===== config.mk =====
export PLATFORM = sky130hd
export DESIGN_NAME = vocoder_serial_frame_receiver
export DESIGN_NICKNAME = d
export VERILOG_FILES = /design/src/hdl/vsfr_pkg.sv /design/src/hdl/vsfr_parser.sv /design/src/hdl/vsfr_out_buf.sv /design/src/hdl/vocoder_serial_frame_receiver.sv
export SDC_FILE = /design/constraint.sdc
export NUM_CORES = 1
export LEC_CHECK = 0
export BUFFER_PORTS_ARGS = -buffer_cell sky130_fd_sc_hd__buf_2
export CELL_PAD_IN_SITES_DETAIL_PLACEMENT = 1
export CELL_PAD_IN_SITES_GLOBAL_PLACEMENT = 1
export CORE_MARGIN = 5
export CORE_UTILIZATION = 48
export CTS_CLUSTER_DIAMETER = 150
export DETAILED_ROUTE_END_ITERATION = 8
export GPL_TIMING_DRIVEN = 0
export PLACE_DENSITY = 0.9
export SLEW_MARGIN = 10
export SYNTH_ARGS = -nofsm -noshare
export SYNTH_HDL_FRONTEND = slang
export SYNTH_SLANG_ARGS = --single-unit
export TNS_END_PERCENT = 50

===== constraint.sdc =====
create_clock -name clk -period 6.9 [get_ports clk]
set_clock_uncertainty 0.1 [all_clocks]
set_input_delay 0.69 -clock clk [delete_from_list [all_inputs] [get_ports clk]]
set_output_delay 0.69 -clock clk [all_outputs]
set_load 0.03 [all_outputs]

===== src/hdl/vsfr_pkg.sv =====
// Shared types and constants for the vocoder serial frame receiver.
// Used by the parser, the output buffer and the top level.
`timescale 1ns / 1ps

package vsfr_pkg;

  // Configuration register indexes
  localparam int CFG_IDX_W = 2;
  localparam logic [CFG_IDX_W-1:0] REG_START_BYTE   = 2'd0;
  localparam logic [CFG_IDX_W-1:0] REG_CONTROL_TYPE = 2'd1;
  localparam logic [CFG_IDX_W-1:0] REG_SPEECH_TYPE  = 2'd2;

  localparam logic [7:0] START_BYTE_RST   = 8'd97;
  localparam logic [7:0] CONTROL_TYPE_RST = 8'd0;
  localparam logic [7:0] SPEECH_TYPE_RST  = 8'd2;

  // Protocol constants
  localparam logic [7:0] CHAN_BASE  = 8'h40;
  localparam logic [7:0] CHAN_TOP   = 8'h42;
  localparam logic [7:0] SPEECH_TAG = 8'h00;

  // Result codes
  localparam logic KIND_SAMPLE = 1'b0;
  localparam logic KIND_STATUS = 1'b1;

  localparam logic [1:0] CLASS_OTHER   = 2'd0;
  localparam logic [1:0] CLASS_CONTROL = 2'd1;
  localparam logic [1:0] CLASS_SPEECH  = 2'd2;

  localparam logic [1:0] STATUS_GOOD   = 2'd0;
  localparam logic [1:0] STATUS_PARITY = 2'd1;
  localparam logic [1:0] STATUS_SHORT  = 2'd2;

  localparam int TDATA_W = 72;

  typedef enum logic [4:0] {
    PH_HUNT   = 5'b00001,
    PH_LEN_HI = 5'b00010,
    PH_LEN_LO = 5'b00100,
    PH_TYPE   = 5'b01000,
    PH_BODY   = 5'b10000
  } phase_t;

  typedef enum logic [3:0] {
    FP_TAG   = 4'b0001,
    FP_COUNT = 4'b0010,
    FP_HIGH  = 4'b0100,
    FP_LOW   = 4'b1000
  } field_phase_t;

  typedef struct packed {
    logic [7:0] start_byte;
    logic [7:0] control_type_code;
    logic [7:0] speech_type_code;
  } cfg_t;

  typedef struct packed {
    logic               result_kind;
    logic signed [15:0] sample_value;
    logic [7:0]         sample_index;
    logic [7:0]         frame_type;
    logic [1:0]         frame_class;
    logic [7:0]         control_opcode;
    logic [7:0]         channel_number;
    logic [15:0]        payload_length;
    logic [1:0]         frame_status;
    logic               last;
  } result_t;

  // Control wins when both type codes match
  function automatic logic [1:0] class_of(input logic [7:0] tb, input cfg_t cfg);
    logic [1:0] c;
    c = CLASS_OTHER;
    if (tb == cfg.control_type_code) c = CLASS_CONTROL;
    else if (tb == cfg.speech_type_code) c = CLASS_SPEECH;
    return c;
  endfunction

  function automatic logic is_chan(input logic [7:0] b);
    return (b >= CHAN_BASE) && (b <= CHAN_TOP);
  endfunction

endpackage


===== src/hdl/vsfr_parser.sv =====
// Byte-level frame parser: hunt, length, type, body and speech field decode.
// Depends on vsfr_pkg for state encodings, result struct and helpers.
`timescale 1ns / 1ps

module vsfr_parser (
  input  logic             clk,
  input  logic             rst,
  input  vsfr_pkg::cfg_t   cfg,
  input  logic             in_accept,
  input  logic [7:0]       in_byte,
  output logic             res_valid,
  output vsfr_pkg::result_t res
);

  vsfr_pkg::phase_t       phase, phase_next;
  vsfr_pkg::field_phase_t field_phase, field_phase_next;
  logic [15:0] length_field, length_field_next;
  logic [15:0] bytes_left, bytes_left_next;
  logic [7:0]  parity_acc, parity_acc_next;
  logic [7:0]  type_byte, type_byte_next;
  logic [7:0]  first_byte, first_byte_next;
  logic [7:0]  opcode_byte, opcode_byte_next;
  logic [7:0]  samples_left, samples_left_next;
  logic [7:0]  sample_high, sample_high_next;
  logic [7:0]  sample_pos, sample_pos_next;

  logic [15:0] pos;
  logic [7:0]  samples_dec;
  logic [1:0]  cls;
  logic        have_payload;

  assign pos         = length_field - bytes_left;
  assign samples_dec = samples_left - 8'd1;

  // Next state and result for the byte in this transaction
  always_comb begin
    phase_next        = phase;
    field_phase_next  = field_phase;
    length_field_next = length_field;
    bytes_left_next   = bytes_left;
    parity_acc_next   = parity_acc;
    type_byte_next    = type_byte;
    first_byte_next   = first_byte;
    opcode_byte_next  = opcode_byte;
    samples_left_next = samples_left;
    sample_high_next  = sample_high;
    sample_pos_next   = sample_pos;
    res_valid         = 1'b0;
    res               = '0;
    res.result_kind   = vsfr_pkg::KIND_STATUS;
    res.last          = 1'b1;

    unique case (phase)
      vsfr_pkg::PH_HUNT: begin
        if (in_byte == cfg.start_byte) begin
          parity_acc_next = '0;
          phase_next      = vsfr_pkg::PH_LEN_HI;
        end
      end
      vsfr_pkg::PH_LEN_HI: begin
        parity_acc_next   = parity_acc ^ in_byte;
        length_field_next = {in_byte, 8'h00};
        phase_next        = vsfr_pkg::PH_LEN_LO;
      end
      vsfr_pkg::PH_LEN_LO: begin
        parity_acc_next   = parity_acc ^ in_byte;
        length_field_next = {length_field[15:8], in_byte};
        phase_next        = vsfr_pkg::PH_TYPE;
      end
      vsfr_pkg::PH_TYPE: begin
        parity_acc_next   = parity_acc ^ in_byte;
        type_byte_next    = in_byte;
        first_byte_next   = '0;
        opcode_byte_next  = '0;
        field_phase_next  = vsfr_pkg::FP_TAG;
        samples_left_next = '0;
        sample_high_next  = '0;
        sample_pos_next   = '0;
        bytes_left_next   = length_field;
        if (length_field < 16'd2) begin
          phase_next       = vsfr_pkg::PH_HUNT;
          res_valid        = 1'b1;
          res.frame_status = vsfr_pkg::STATUS_SHORT;
        end else begin
          phase_next = vsfr_pkg::PH_BODY;
        end
      end
      vsfr_pkg::PH_BODY: begin
        if (bytes_left > 16'd2) begin
          parity_acc_next = parity_acc ^ in_byte;
          bytes_left_next = bytes_left - 16'd1;
          if (pos == 16'd0) begin
            first_byte_next  = in_byte;
            opcode_byte_next = vsfr_pkg::is_chan(in_byte) ? 8'h00 : in_byte;
          end else begin
            if (pos == 16'd2 && vsfr_pkg::is_chan(first_byte)) opcode_byte_next = in_byte;
            if (vsfr_pkg::class_of(type_byte, cfg) == vsfr_pkg::CLASS_SPEECH) begin
              unique case (field_phase)
                vsfr_pkg::FP_TAG: begin
                  if (in_byte == vsfr_pkg::SPEECH_TAG) field_phase_next = vsfr_pkg::FP_COUNT;
                end
                vsfr_pkg::FP_COUNT: begin
                  samples_left_next = in_byte;
                  sample_pos_next   = '0;
                  field_phase_next  = (in_byte == 8'd0) ? vsfr_pkg::FP_TAG
                                                        : vsfr_pkg::FP_HIGH;
                end
                vsfr_pkg::FP_HIGH: begin
                  sample_high_next = in_byte;
                  field_phase_next = vsfr_pkg::FP_LOW;
                end
                vsfr_pkg::FP_LOW: begin
                  res_valid         = 1'b1;
                  res.result_kind   = vsfr_pkg::KIND_SAMPLE;
                  res.last          = 1'b0;
                  res.sample_value  = {sample_high, in_byte};
                  res.sample_index  = sample_pos;
                  sample_pos_next   = sample_pos + 8'd1;
                  samples_left_next = samples_dec;
                  field_phase_next  = (samples_dec == 8'd0) ? vsfr_pkg::FP_TAG
                                                            : vsfr_pkg::FP_HIGH;
                end
                default: ;
              endcase
            end
          end
        end else if (bytes_left == 16'd2) begin
          // parity marker byte: folded into the sum, value not checked
          parity_acc_next = parity_acc ^ in_byte;
          bytes_left_next = 16'd1;
        end else begin
          bytes_left_next  = '0;
          phase_next       = vsfr_pkg::PH_HUNT;
          res_valid        = 1'b1;
          res.frame_status = (parity_acc == in_byte) ? vsfr_pkg::STATUS_GOOD
                                                     : vsfr_pkg::STATUS_PARITY;
        end
      end
      default: ;
    endcase

    // Frame-wide fields reflect the state after this byte
    cls                = vsfr_pkg::class_of(type_byte_next, cfg);
    have_payload       = length_field_next > 16'd2;
    res.frame_type     = type_byte_next;
    res.frame_class    = cls;
    res.payload_length = length_field_next;
    res.control_opcode = (cls == vsfr_pkg::CLASS_CONTROL && have_payload)
                         ? opcode_byte_next : 8'h00;
    res.channel_number = have_payload ? (first_byte_next - vsfr_pkg::CHAN_BASE) : 8'h00;
    if (!in_accept) res_valid = 1'b0;
  end

  // Advance the parser on each accepted byte
  always_ff @(posedge clk) begin
    if (rst) begin
      phase        <= vsfr_pkg::PH_HUNT;
      field_phase  <= vsfr_pkg::FP_TAG;
      length_field <= '0;
      bytes_left   <= '0;
      parity_acc   <= '0;
      type_byte    <= '0;
      first_byte   <= '0;
      opcode_byte  <= '0;
      samples_left <= '0;
      sample_high  <= '0;
      sample_pos   <= '0;
    end else if (in_accept) begin
      phase        <= phase_next;
      field_phase  <= field_phase_next;
      length_field <= length_field_next;
      bytes_left   <= bytes_left_next;
      parity_acc   <= parity_acc_next;
      type_byte    <= type_byte_next;
      first_byte   <= first_byte_next;
      opcode_byte  <= opcode_byte_next;
      samples_left <= samples_left_next;
      sample_high  <= sample_high_next;
      sample_pos   <= sample_pos_next;
    end
  end

`ifndef SYNTHESIS
  a_status_returns_to_hunt: assert property (@(posedge clk) disable iff (rst)
    (res_valid && res.last) |=> (phase == vsfr_pkg::PH_HUNT))
    else $error("status result not followed by hunt");
  a_body_has_bytes: assert property (@(posedge clk) disable iff (rst)
    (phase == vsfr_pkg::PH_BODY) |-> (bytes_left != 16'd0))
    else $error("body phase with no bytes left");
`endif

endmodule


===== src/hdl/vsfr_out_buf.sv =====
// Two-entry output register with skid slot for result transactions.
// Depends on vsfr_pkg for the result struct.
`timescale 1ns / 1ps

module vsfr_out_buf (
  input  logic              clk,
  input  logic              rst,
  input  logic              push,
  input  vsfr_pkg::result_t push_data,
  output logic              in_ready,
  output logic              out_valid,
  input  logic              out_ready,
  output vsfr_pkg::result_t out_data
);

  logic              valid0, valid1;
  vsfr_pkg::result_t buf0, buf1;
  logic              pop;

  assign pop       = valid0 && out_ready;
  assign in_ready  = !valid1;
  assign out_valid = valid0;
  assign out_data  = buf0;

  // Refill the head from the skid slot first, else from the parser
  always_ff @(posedge clk) begin
    if (rst) begin
      valid0 <= 1'b0;
      valid1 <= 1'b0;
    end else if (!valid0 || pop) begin
      if (valid1) begin
        valid0 <= 1'b1;
        valid1 <= 1'b0;
      end else begin
        valid0 <= push;
      end
    end else if (push) begin
      valid1 <= 1'b1;
    end
  end

  always_ff @(posedge clk) begin
    if (!valid0 || pop) begin
      buf0 <= valid1 ? buf1 : push_data;
    end else if (push) begin
      buf1 <= push_data;
    end
  end

`ifndef SYNTHESIS
  a_skid_implies_head: assert property (@(posedge clk) disable iff (rst)
    valid1 |-> valid0)
    else $error("skid slot full with empty head");
  a_no_push_when_full: assert property (@(posedge clk) disable iff (rst)
    push |-> !valid1)
    else $error("push into full buffer");
  a_head_held: assert property (@(posedge clk) disable iff (rst)
    (valid0 && !out_ready) |=> (valid0 && $stable(buf0)))
    else $error("stalled head result changed");
`endif

endmodule


===== src/hdl/vocoder_serial_frame_receiver.sv =====
// Top level of the vocoder serial frame receiver: config registers,
// parser and output buffer. Depends on vsfr_pkg, vsfr_parser, vsfr_out_buf.
`timescale 1ns / 1ps

// Usage:
// - s_axis carries one received serial byte per transaction in s_axis_tdata.
// - m_axis carries results: speech samples (tuser 0) and one end-of-frame
//   status per frame (tuser 1, tlast high). Samples stream out before the
//   parity is checked; drop them if the closing status is not good.
// - cfg_we/cfg_index/cfg_data write start_byte (0), control_type_code (1)
//   and speech_type_code (2); other indexes are ignored. Write only when idle.
// - Throughput: one byte per cycle while s_axis_tready is high. The parser
//   state machine updates in the cycle a byte is taken and its result is
//   registered in the head register, or in the skid slot when the head is held.
// - When the consumer stalls, a skid slot holds one more result; once both
//   slots are full s_axis_tready drops until the head result is taken.
// - Reset (rst, synchronous) returns the parser to hunting for the start
//   byte, empties the output buffer and restores the register defaults
//   (start 0x61, control type 0x00, speech type 0x02).
module vocoder_serial_frame_receiver (
  input  logic                           clk,
  input  logic                           rst,
  input  logic                           s_axis_tvalid,
  output logic                           s_axis_tready,
  input  logic [7:0]                     s_axis_tdata,  // [7:0] rx_byte
  output logic                           m_axis_tvalid,
  input  logic                           m_axis_tready,
  // [15:0] sample_value, [23:16] sample_index, [31:24] frame_type,
  // [33:32] frame_class, [41:34] control_opcode, [49:42] channel_number,
  // [65:50] payload_length, [67:66] frame_status, [71:68] zero
  output logic [vsfr_pkg::TDATA_W-1:0]   m_axis_tdata,
  output logic                           m_axis_tuser,  // [0] result_kind
  output logic                           m_axis_tlast,
  input  logic                           cfg_we,
  input  logic [vsfr_pkg::CFG_IDX_W-1:0] cfg_index,
  input  logic [7:0]                     cfg_data
);

  vsfr_pkg::cfg_t    cfg;
  vsfr_pkg::result_t res, head;
  logic              res_valid;
  logic              in_accept;
  logic              buf_ready;

  // Decode configuration writes
  always_ff @(posedge clk) begin
    if (rst) begin
      cfg.start_byte        <= vsfr_pkg::START_BYTE_RST;
      cfg.control_type_code <= vsfr_pkg::CONTROL_TYPE_RST;
      cfg.speech_type_code  <= vsfr_pkg::SPEECH_TYPE_RST;
    end else if (cfg_we) begin
      unique case (cfg_index)
        vsfr_pkg::REG_START_BYTE:   cfg.start_byte        <= cfg_data;
        vsfr_pkg::REG_CONTROL_TYPE: cfg.control_type_code <= cfg_data;
        vsfr_pkg::REG_SPEECH_TYPE:  cfg.speech_type_code  <= cfg_data;
        default: ;
      endcase
    end
  end

  assign s_axis_tready = buf_ready;
  assign in_accept     = s_axis_tvalid && buf_ready;

  vsfr_parser u_parser (
    .clk       (clk),
    .rst       (rst),
    .cfg       (cfg),
    .in_accept (in_accept),
    .in_byte   (s_axis_tdata),
    .res_valid (res_valid),
    .res       (res)
  );

  vsfr_out_buf u_out_buf (
    .clk       (clk),
    .rst       (rst),
    .push      (res_valid),
    .push_data (res),
    .in_ready  (buf_ready),
    .out_valid (m_axis_tvalid),
    .out_ready (m_axis_tready),
    .out_data  (head)
  );

  // Pack the head result onto the master side
  assign m_axis_tdata = {4'b0000, head.frame_status, head.payload_length,
                         head.channel_number, head.control_opcode, head.frame_class,
                         head.frame_type, head.sample_index, head.sample_value};
  assign m_axis_tuser = head.result_kind;
  assign m_axis_tlast = head.last;

endmodule

* After elaboration in Yosys (flattened, before gate mapping)
Cells that the tools add are included. Widths: inputs -> output; s select.
Operators by class: bitwise gates (word level) 2, equal/unequal tests 32, muxes and demuxes 79, magnitude comparators 7, add/subtract/negate cells 5, reductions and logical operators 28
Operators with widths (number):
- $mux 8 | 22
- $mux 25 | 5
- $pmux 8 s2 | 7
- $mux 70 | 1
- $pmux 16 s2 | 2
- $eq 8x8->1 | 6
- $eq 16x2->1 const B | 2
- $gt 16x2->1 const B | 2
- $pmux 5 s5 | 1
- $pmux 8 s3 | 1
- $mux 2 | 10
- $mux 5 | 4
- $ge 8x7->1 const B | 2
- $le 8x7->1 const B | 2
- $logic_not 16->1 | 1
- $logic_not 8->1 | 2
- $lt 16x2->1 const B | 1
- $mux 16 | 1
- $mux 4 | 4
- $pmux 4 s4 | 1
- $sub 16x1->16 const B | 1
- $sub 16x16->16 | 1
- $mux 1 | 15
- $reduce_and 6->1 | 2
- 39 further kinds | 57
Word-level totals: flip-flop bits (word level) 263, word-level logic and storage cells 189, bits of input ports 23

* Logic depth before layout (Yosys ltp)
Gate-level depths: netlist (run 1).
depth after elaboration 13, depth in mapped cells 16, mapped depth without buffers 12

* By module
A second synthesis (run 1) with hierarchy kept.
Second synthesis, totals: cells, all modules 1271, area total of the unflattened synthesis 13740.7 sq um
Modules (own cells, without submodules):
- vsfr_parser | cells each 943, area an instance 7228.2 sq um, instances 1, seq. area each 1941.9 sq um
- vsfr_out_buf | cells each 227, area an instance 5470.2 sq um, instances 1, seq. area each 4244.1 sq um
- vocoder_serial_frame_receiver | cells each 101, area an instance 1042.2 sq um, instances 1, seq. area each 480.5 sq um

* Worst setup path after synthesis (run 1)
Ideal clock, no wire load.
path kind reg2reg, from register u_parser.bytes_left[4], to register u_out_buf.buf1[0] (netlist name), enable pin, arrival 5.500 ns, clock period less this slack 6.096 ns, stages on the path, launching flop included 15, buffers on the path 2, slack 0.804 ns, cells stage by stage dfxtp_1 > clkbuf_1 > inv_1 > ha_1 > buf_2 > o211ai_1 > a21oi_1 > o311a_1 > o2111ai_2 > o311ai_4 > nand3_2 > nor4_4 > o41ai_1 > nand2_1 > nor2_1
Between the ends: cells in the longest elaborated chain, start to end 7
Ends and longest elaborated chain:
- start, declared | line vsfr_parser.sv:18 | logic [15:0] bytes_left, bytes_left_next;
- start signal, assigned | line vsfr_parser.sv:172 | bytes_left <= bytes_left_next;
- $sub 16x16->16 | line vsfr_parser.sv:32 | assign pos = length_field - bytes_left;
- $logic_not 16->1 | line vsfr_parser.sv:92 | if (pos == 16'd0) begin
- $mux 1 | line vsfr_parser.sv:92
- $mux 1 (*) | line vsfr_parser.sv:89 | if (bytes_left > 16'd2) begin
- $pmux 1 s2 (*) | line vsfr_parser.sv:53 | unique case (phase)
- $mux 1 (*) | line vsfr_parser.sv:151 | if (!in_accept) res_valid = 1'b0;
- $reduce_and 2->1 (no source line) (*)
- end signal, assigned | line vsfr_out_buf.sv:46 | buf1 <= push_data;
- end, declared | line vsfr_out_buf.sv:17 | vsfr_pkg::result_t buf0, buf1;
Mark *: on every way between the ends. The rest lies on a longest branch, timed or not. A chain may end at the register's enable or synchronous reset.

* Worst setup path in the final report (run 1)
from register u_parser.bytes_left[1], to register u_parser.opcode_byte[6]
Between the ends: cells in the longest elaborated chain, start to end 7
Ends and longest elaborated chain:
- $sub 16x16->16 | line vsfr_parser.sv:32
- $eq 16x2->1 | line vsfr_parser.sv:96 | if (pos == 16'd2 && vsfr_pkg::is_chan(first_byte)) opcode_byte_next = in_byte;
- $logic_and 1x1->1 | line vsfr_parser.sv:96
- $mux 8 | line vsfr_parser.sv:96
- $mux 8 | line vsfr_parser.sv:92
- $mux 8 (*) | line vsfr_parser.sv:89
- $pmux 8 s2 (*) | line vsfr_parser.sv:53
- end signal, assigned | line vsfr_parser.sv:176 | opcode_byte <= opcode_byte_next;
- end, declared | line vsfr_parser.sv:22 | logic [7:0] opcode_byte, opcode_byte_next;
Marks and branches as above.

==> reports/metrics.cfg, run 1 <==
[setup_path]
critPathCaptureType=register
worst-path-max-fanout=10
start_kind=register
setup.worst_path.class=register to register
crit_required_ps=7170
r2r_cells=12
worstPathArrival_ps=4880

[clocking]
cts_max_path_buffers=3
numCtsBuffers=26
cts_tree=done
ctsHoldBuffers=0
cts-root-buf=clkbuf_16
cts_sinks=261
post_cts_buffers=0
clk_pin_slew_ps=70
cts-resized-gates=0
clock_latency_ps=530
htreeDepth=1

[placed_design]
port_buffers=89
dp_slack_ps=2470
routabilityCongestion=0.950
dp_cells=1722
dp_hpwl_mm=30.5

[sta]
rsz0062_at_grt=no
hold_violations=0
post-route-period-util_pct=66.7
worst_slack_ps=2300
setup_viol=0
worstMarginPinSlew_ps=1110
finalSetupTns_ps=0
fin_worst_hold_slack_ps=320
period_needed_ps=4600
slew_violations=0
maxSlewHeadroom_pct=26.3
fmax_mhz=217

[flow_run]
cap_violations=0

[logic_synthesis]
synth_cells=1286
seq_area_frac_synth_pct=50.7
synth_ff_type=edfxtp_1
synth_area_um2=13000
ys_top_cells_by_area=edfxtp_1 32%, dfxtp_1 19%, mux2_2 5.0%
async_flop_share_pct=0
ys_top_cells_by_count=138 x edfxtp_1, 134 x nor2_1, 123 x dfxtp_1, 89 x nand2_1, 79 x a21oi_1
synthMostInstantiatedCell=edfxtp_1
ys_warn_count=0
synth_top_area_share_pct=31.8
ys_ff_latch=261
synth_edf_count=138
yosys.area.top_type=edfxtp_1
synth_cell_types=78
postSynthAreaPerCell_um2=10.1

[hold_path]
hold_path.class=input pin to register
min_delay_path_depth=2

[grt]
grt_max_degree=57
grt-ovfl-total=0
grt_pass1_vias=11800
antenna_found_initial=0
grt_pass1_wl_mm=67.4
grtUsageTotal_pct=27.6

[power]
irDropWorstVdd_mv=0.153
p_total_mw=3.39
pwr_density_cell_nw_per_um2=229
leakage_nw=5.80

[floorplanning]
die_y_um=175
io_pins=99
initial_core_util_pct=48.6
core_um2=26800
rows=60
dieArea_um2=30500
die_x_um=175

[layout]
post_layout_nonfiller_instances=1770
antennaDiodeCount=0
syn_to_final_growth_pct=13.7
drive_above_1_share_pct=16.0
fin_nets=1452

[drt]
wl_per_cell_um=24.5
drc=0
via_count=11100
dr.first_iter.drc_count=1075
viasPerCell=6.28
dr.pass1.iters=5
antenna_left=0
routed_wl_mm=43.4

[status]
status=finished, final reports clean

-- worst paths after layout --
kind                           start                       to  slack, ps
max reg2reg   u_parser.bytes_left[1]  u_parser.opcode_byte[6]       2300
min                      cfg_data[0]                  cfg[16]        320
max           u_parser.bytes_left[1]  u_parser.opcode_byte[6]       2300
min reg2reg  u_parser.sample_high[5]  u_parser.sample_high[5]        380
-- stage by stage --
step                      utilization (%)  cell area [um2]
after floorplan                         -            13000
after global placement               51.9            13900
after detailed placement             52.2            14000
after CTS                            55.2            14800
after global routing                 55.2            14800
final                                55.2            14800
-- area by class of cell --
type,instances,area [um2]
sequential,261,6610
timing repair buffer,92,513
tap,341,427
clock inverter,12,87.6
multi-input combinational,891,5890
inverter,57,214
buffer,80,343
fill,2953,12000
clock buffer,36,719
-- registers in the layout, summed over array words and instances (netlist names) --
signal and count:
u_parser.type_byte 8, u_parser.parity_acc 8, u_parser.sample_pos 8, u_out_buf.out_valid 1
u_parser.length_field 16, u_parser.first_byte 8, u_out_buf.valid1 1, u_out_buf.buf1 69
u_parser.bytes_left 16, u_parser.opcode_byte 8, u_parser.sample_high 8, cfg 24
u_out_buf.out_data 69, u_parser.field_phase 4, u_parser.samples_left 8, u_parser.phase 5
-- cell usage in the layout, fill, tap and decap left out, drive strengths merged, types with 5 or more instances in the layout --
cell type	count
a211oi	16
a21o	9
a21oi	79
a22o	14
a22oi	8
a31oi	6
a32oi	15
and2	38
and3	6
buf	115
clkbuf	93
clkinv	8
dfxtp	123
edfxtp	138
ha	20
inv	58
mux2	58
mux2i	20
nand2	90
nand2b	9
nand3	25
nand3b	9
nand4	23
nor2	135
nor2b	17
nor3	34
nor3b	5
nor4	19
o2111ai	5
o211ai	7
o21ai	67
o22ai	11
o31ai	14
or3	21
xnor2	45
xor2	19
-- worst max-delay path, cell delays in order (launching register included) --
cell	delay, ps
dfxtp_1	410
inv_1	140
ha_1	510
nor2b_4	230
or4b_1	470
a21boi_1	170
o22ai_1	130
nor4b_4	270
nand4_1	360
nor4b_4	800
o21ai_1	430
a32oi_1	340
nor2_1	80
-- logic make-up (layout without fill, tap and decap cells) --
group | count (synthesis) | in the layout | synth area share, %
compound gates | 281 | 281 | 14.3
xor+xnor | 64 | 64 | 4.31
fa+ha+maj | 20 | 20 | 1.92
buf+inv | 137 | 277 | 4.28
flops | 261 | 261 | 50.7
mux | 78 | 78 | 6.55
other cells | 1 | 4 | 0.0288
simple gates | 444 | 444 | 17.8
-- power by group --
part | internal, mW | leakage [nW] | switching (mW)
sequential | 1.65 | 2.48 | 0.0261
clock | 0.767 | 0.393 | 0.612
combinational | 0.110 | 2.93 | 0.230
-- routing by layer --
metal	global-route usage [%]	wire length, um	vias to the layer above
li1	-	-	4915
met1	34.8	17300	5505
met2	46.8	20600	534
met3	3.89	3190	160
met4	13.6	2350	0
met5	0	0	-
Note: power is estimated with default switching activity, not from simulation.
==> run 2: changes to the inputs <==
Clock period 6.9 ns to 4.7 ns, I/O delays scaled along.
==> run 2 against run 1 <==
  * Clock power rose by 56%
  * Worst setup slack got worse by 1900 ps
  * First-iteration DRC count shrank 4.5%
  * Cell count stayed put
  * Global-route usage grew 0.87 points
  * Critical path depth unchanged
  * Critical endpoint is now u_out_buf.out_data[68]
==> reports/metrics.cfg, run 2 (synthesized netlist as in run 1, its figures left out) <==
[clocking]
clock_latency_ps=550
cts_tree=done
cts-root-buf=clkbuf_16
cts_sinks=261
post_cts_buffers=0
numCtsBuffers=26
cts_max_path_buffers=3
cts-resized-gates=0
clk_pin_slew_ps=60
htreeDepth=1
ctsHoldBuffers=0

[setup_path]
critPathCaptureType=register
start_kind=register
setup.worst_path.class=register to register
worstPathArrival_ps=4610
r2r_cells=12
worst-path-max-fanout=10
crit_required_ps=5010

[power]
pwr_density_cell_nw_per_um2=343
irDropWorstVdd_mv=0.231
p_total_mw=5.12
leakage_nw=5.86

[sta]
maxSlewHeadroom_pct=28.4
rsz0062_at_grt=no
worstMarginPinSlew_ps=1070
slew_violations=0
hold_violations=0
setup_viol=0
post-route-period-util_pct=91.4
fmax_mhz=233
period_needed_ps=4300

[grt]
grt-ovfl-total=0
grt_max_degree=69
grt_pass1_vias=11800
grt_pass1_wl_mm=68.9
antenna_found_initial=0
grtUsageTotal_pct=28.5

[placed_design]
dp_hpwl_mm=31.2
routabilityCongestion=0.942
dp_cells=1722
port_buffers=89

[layout]
drive_above_1_share_pct=16.9
post_layout_nonfiller_instances=1770
fillers=2919
syn_to_final_growth_pct=14.7
fin_nets=1452
seq_area_um2=6610
layout_common_cells=138 x edfxtp_1, 133 x nor2_1, 122 x dfxtp_1, 97 x buf_2, 89 x nand2_1
antennaDiodeCount=0
multi_input_area_um2=5930
layout_commonest_cell=edfxtp_1

[floorplanning]
io_pins=99
die_y_um=175
die_x_um=175
initial_core_util_pct=48.6
rows=60
dieArea_um2=30500
core_um2=26800

[drt]
dr.pass1.iters=6
wl_per_cell_um=25.3
via_count=11200
dr.first_iter.drc_count=1027
viasPerCell=6.33
drc=0
antenna_left=0
routed_wl_mm=44.7

[hold_path]
hold_path.class=input pin to register
min_delay_path_depth=2

[status]
status=finished, final reports clean

[flow_run]
cap_violations=0

==> run 2: cell count changes in the layout (fill, tap and decap cells not counted), moves of 2 or more <==
cell      previous run  this run
clkbuf_1            65        59
ha_1                20        18
buf_6                1         3
clkinv_4             0         2
buf_2               99        97
ha_4                 0         2
clkbuf_8             1         5
==> run 2: layout make-up <==
class                           count  area share (%)
Multi-Input combinational cell    891            39.7
Sequential cell                   261            44.3
Inverter                           57            1.45
Buffer                             80            2.45
Clock buffer                       36            5.19
Timing Repair Buffer               92            3.44
Clock inverter                     12           0.645
Tap cell                          341            2.86
==> run 2: path summary, 6_finish.rpt <==
path	from	to	slack, ps
max	u_parser.length_field[10]	u_out_buf.out_data[68]	400
min	cfg_data[0]	cfg[16]	70
max reg2reg	u_parser.length_field[10]	u_out_buf.out_data[68]	400
min reg2reg	u_parser.sample_high[1]	u_parser.sample_high[1]	380
==> run 2: worst max-delay path, stage by stage, from the launching register on <==
cell	delay, ps
dfxtp_1	580
ha_1	310
clkbuf_1	210
a21oi_1	250
o21a_1	180
o211ai_1	120
or3_1	450
nand4_1	190
nor4_1	80
a2111oi_2	950
buf_2	350
and2_1	210
mux2_2	180
==> run 2: power breakdown <==
part	total (mW)	switching, mW	internal, mW	leakage [nW]
Sequential	2.46	0.0412	2.42	2.48
Combinational	0.508	0.342	0.166	2.95
Clock	2.15	0.939	1.21	0.432
==> run 2: per-layer routing <==
layer	share of wire (%)	vias up	global-route usage, %
li1	-	4922	-
met1	39	5534	35.8
met2	47	567	47.7
met3	7.8	179	3.76
met4	6.5	0	15.8
met5	0	-	0
==> run 2: through the flow <==
| step | setup TNS, ps | worst slack, ps | utilization [%] | hold slack, ps | cell area [um2] |
|---|---|---|---|---|---|
| 3_5_place_dp | 0 | 532 | 52.5 | 364 | 14100 |
| 6_report | 0 | 405 | 55.7 | 75.0 | 14900 |
| 5_1_grt | 0 | 229 | 55.7 | 91.1 | 14900 |
| 4_1_cts | 0 | 471 | 55.7 | 75.4 | 14900 |
| 3_3_place_gp | -238850 | -3470 | 52.1 | 358 | 14000 |
| 2_1_floorplan | -83740 | -1210 | - | 325 | 13100 |
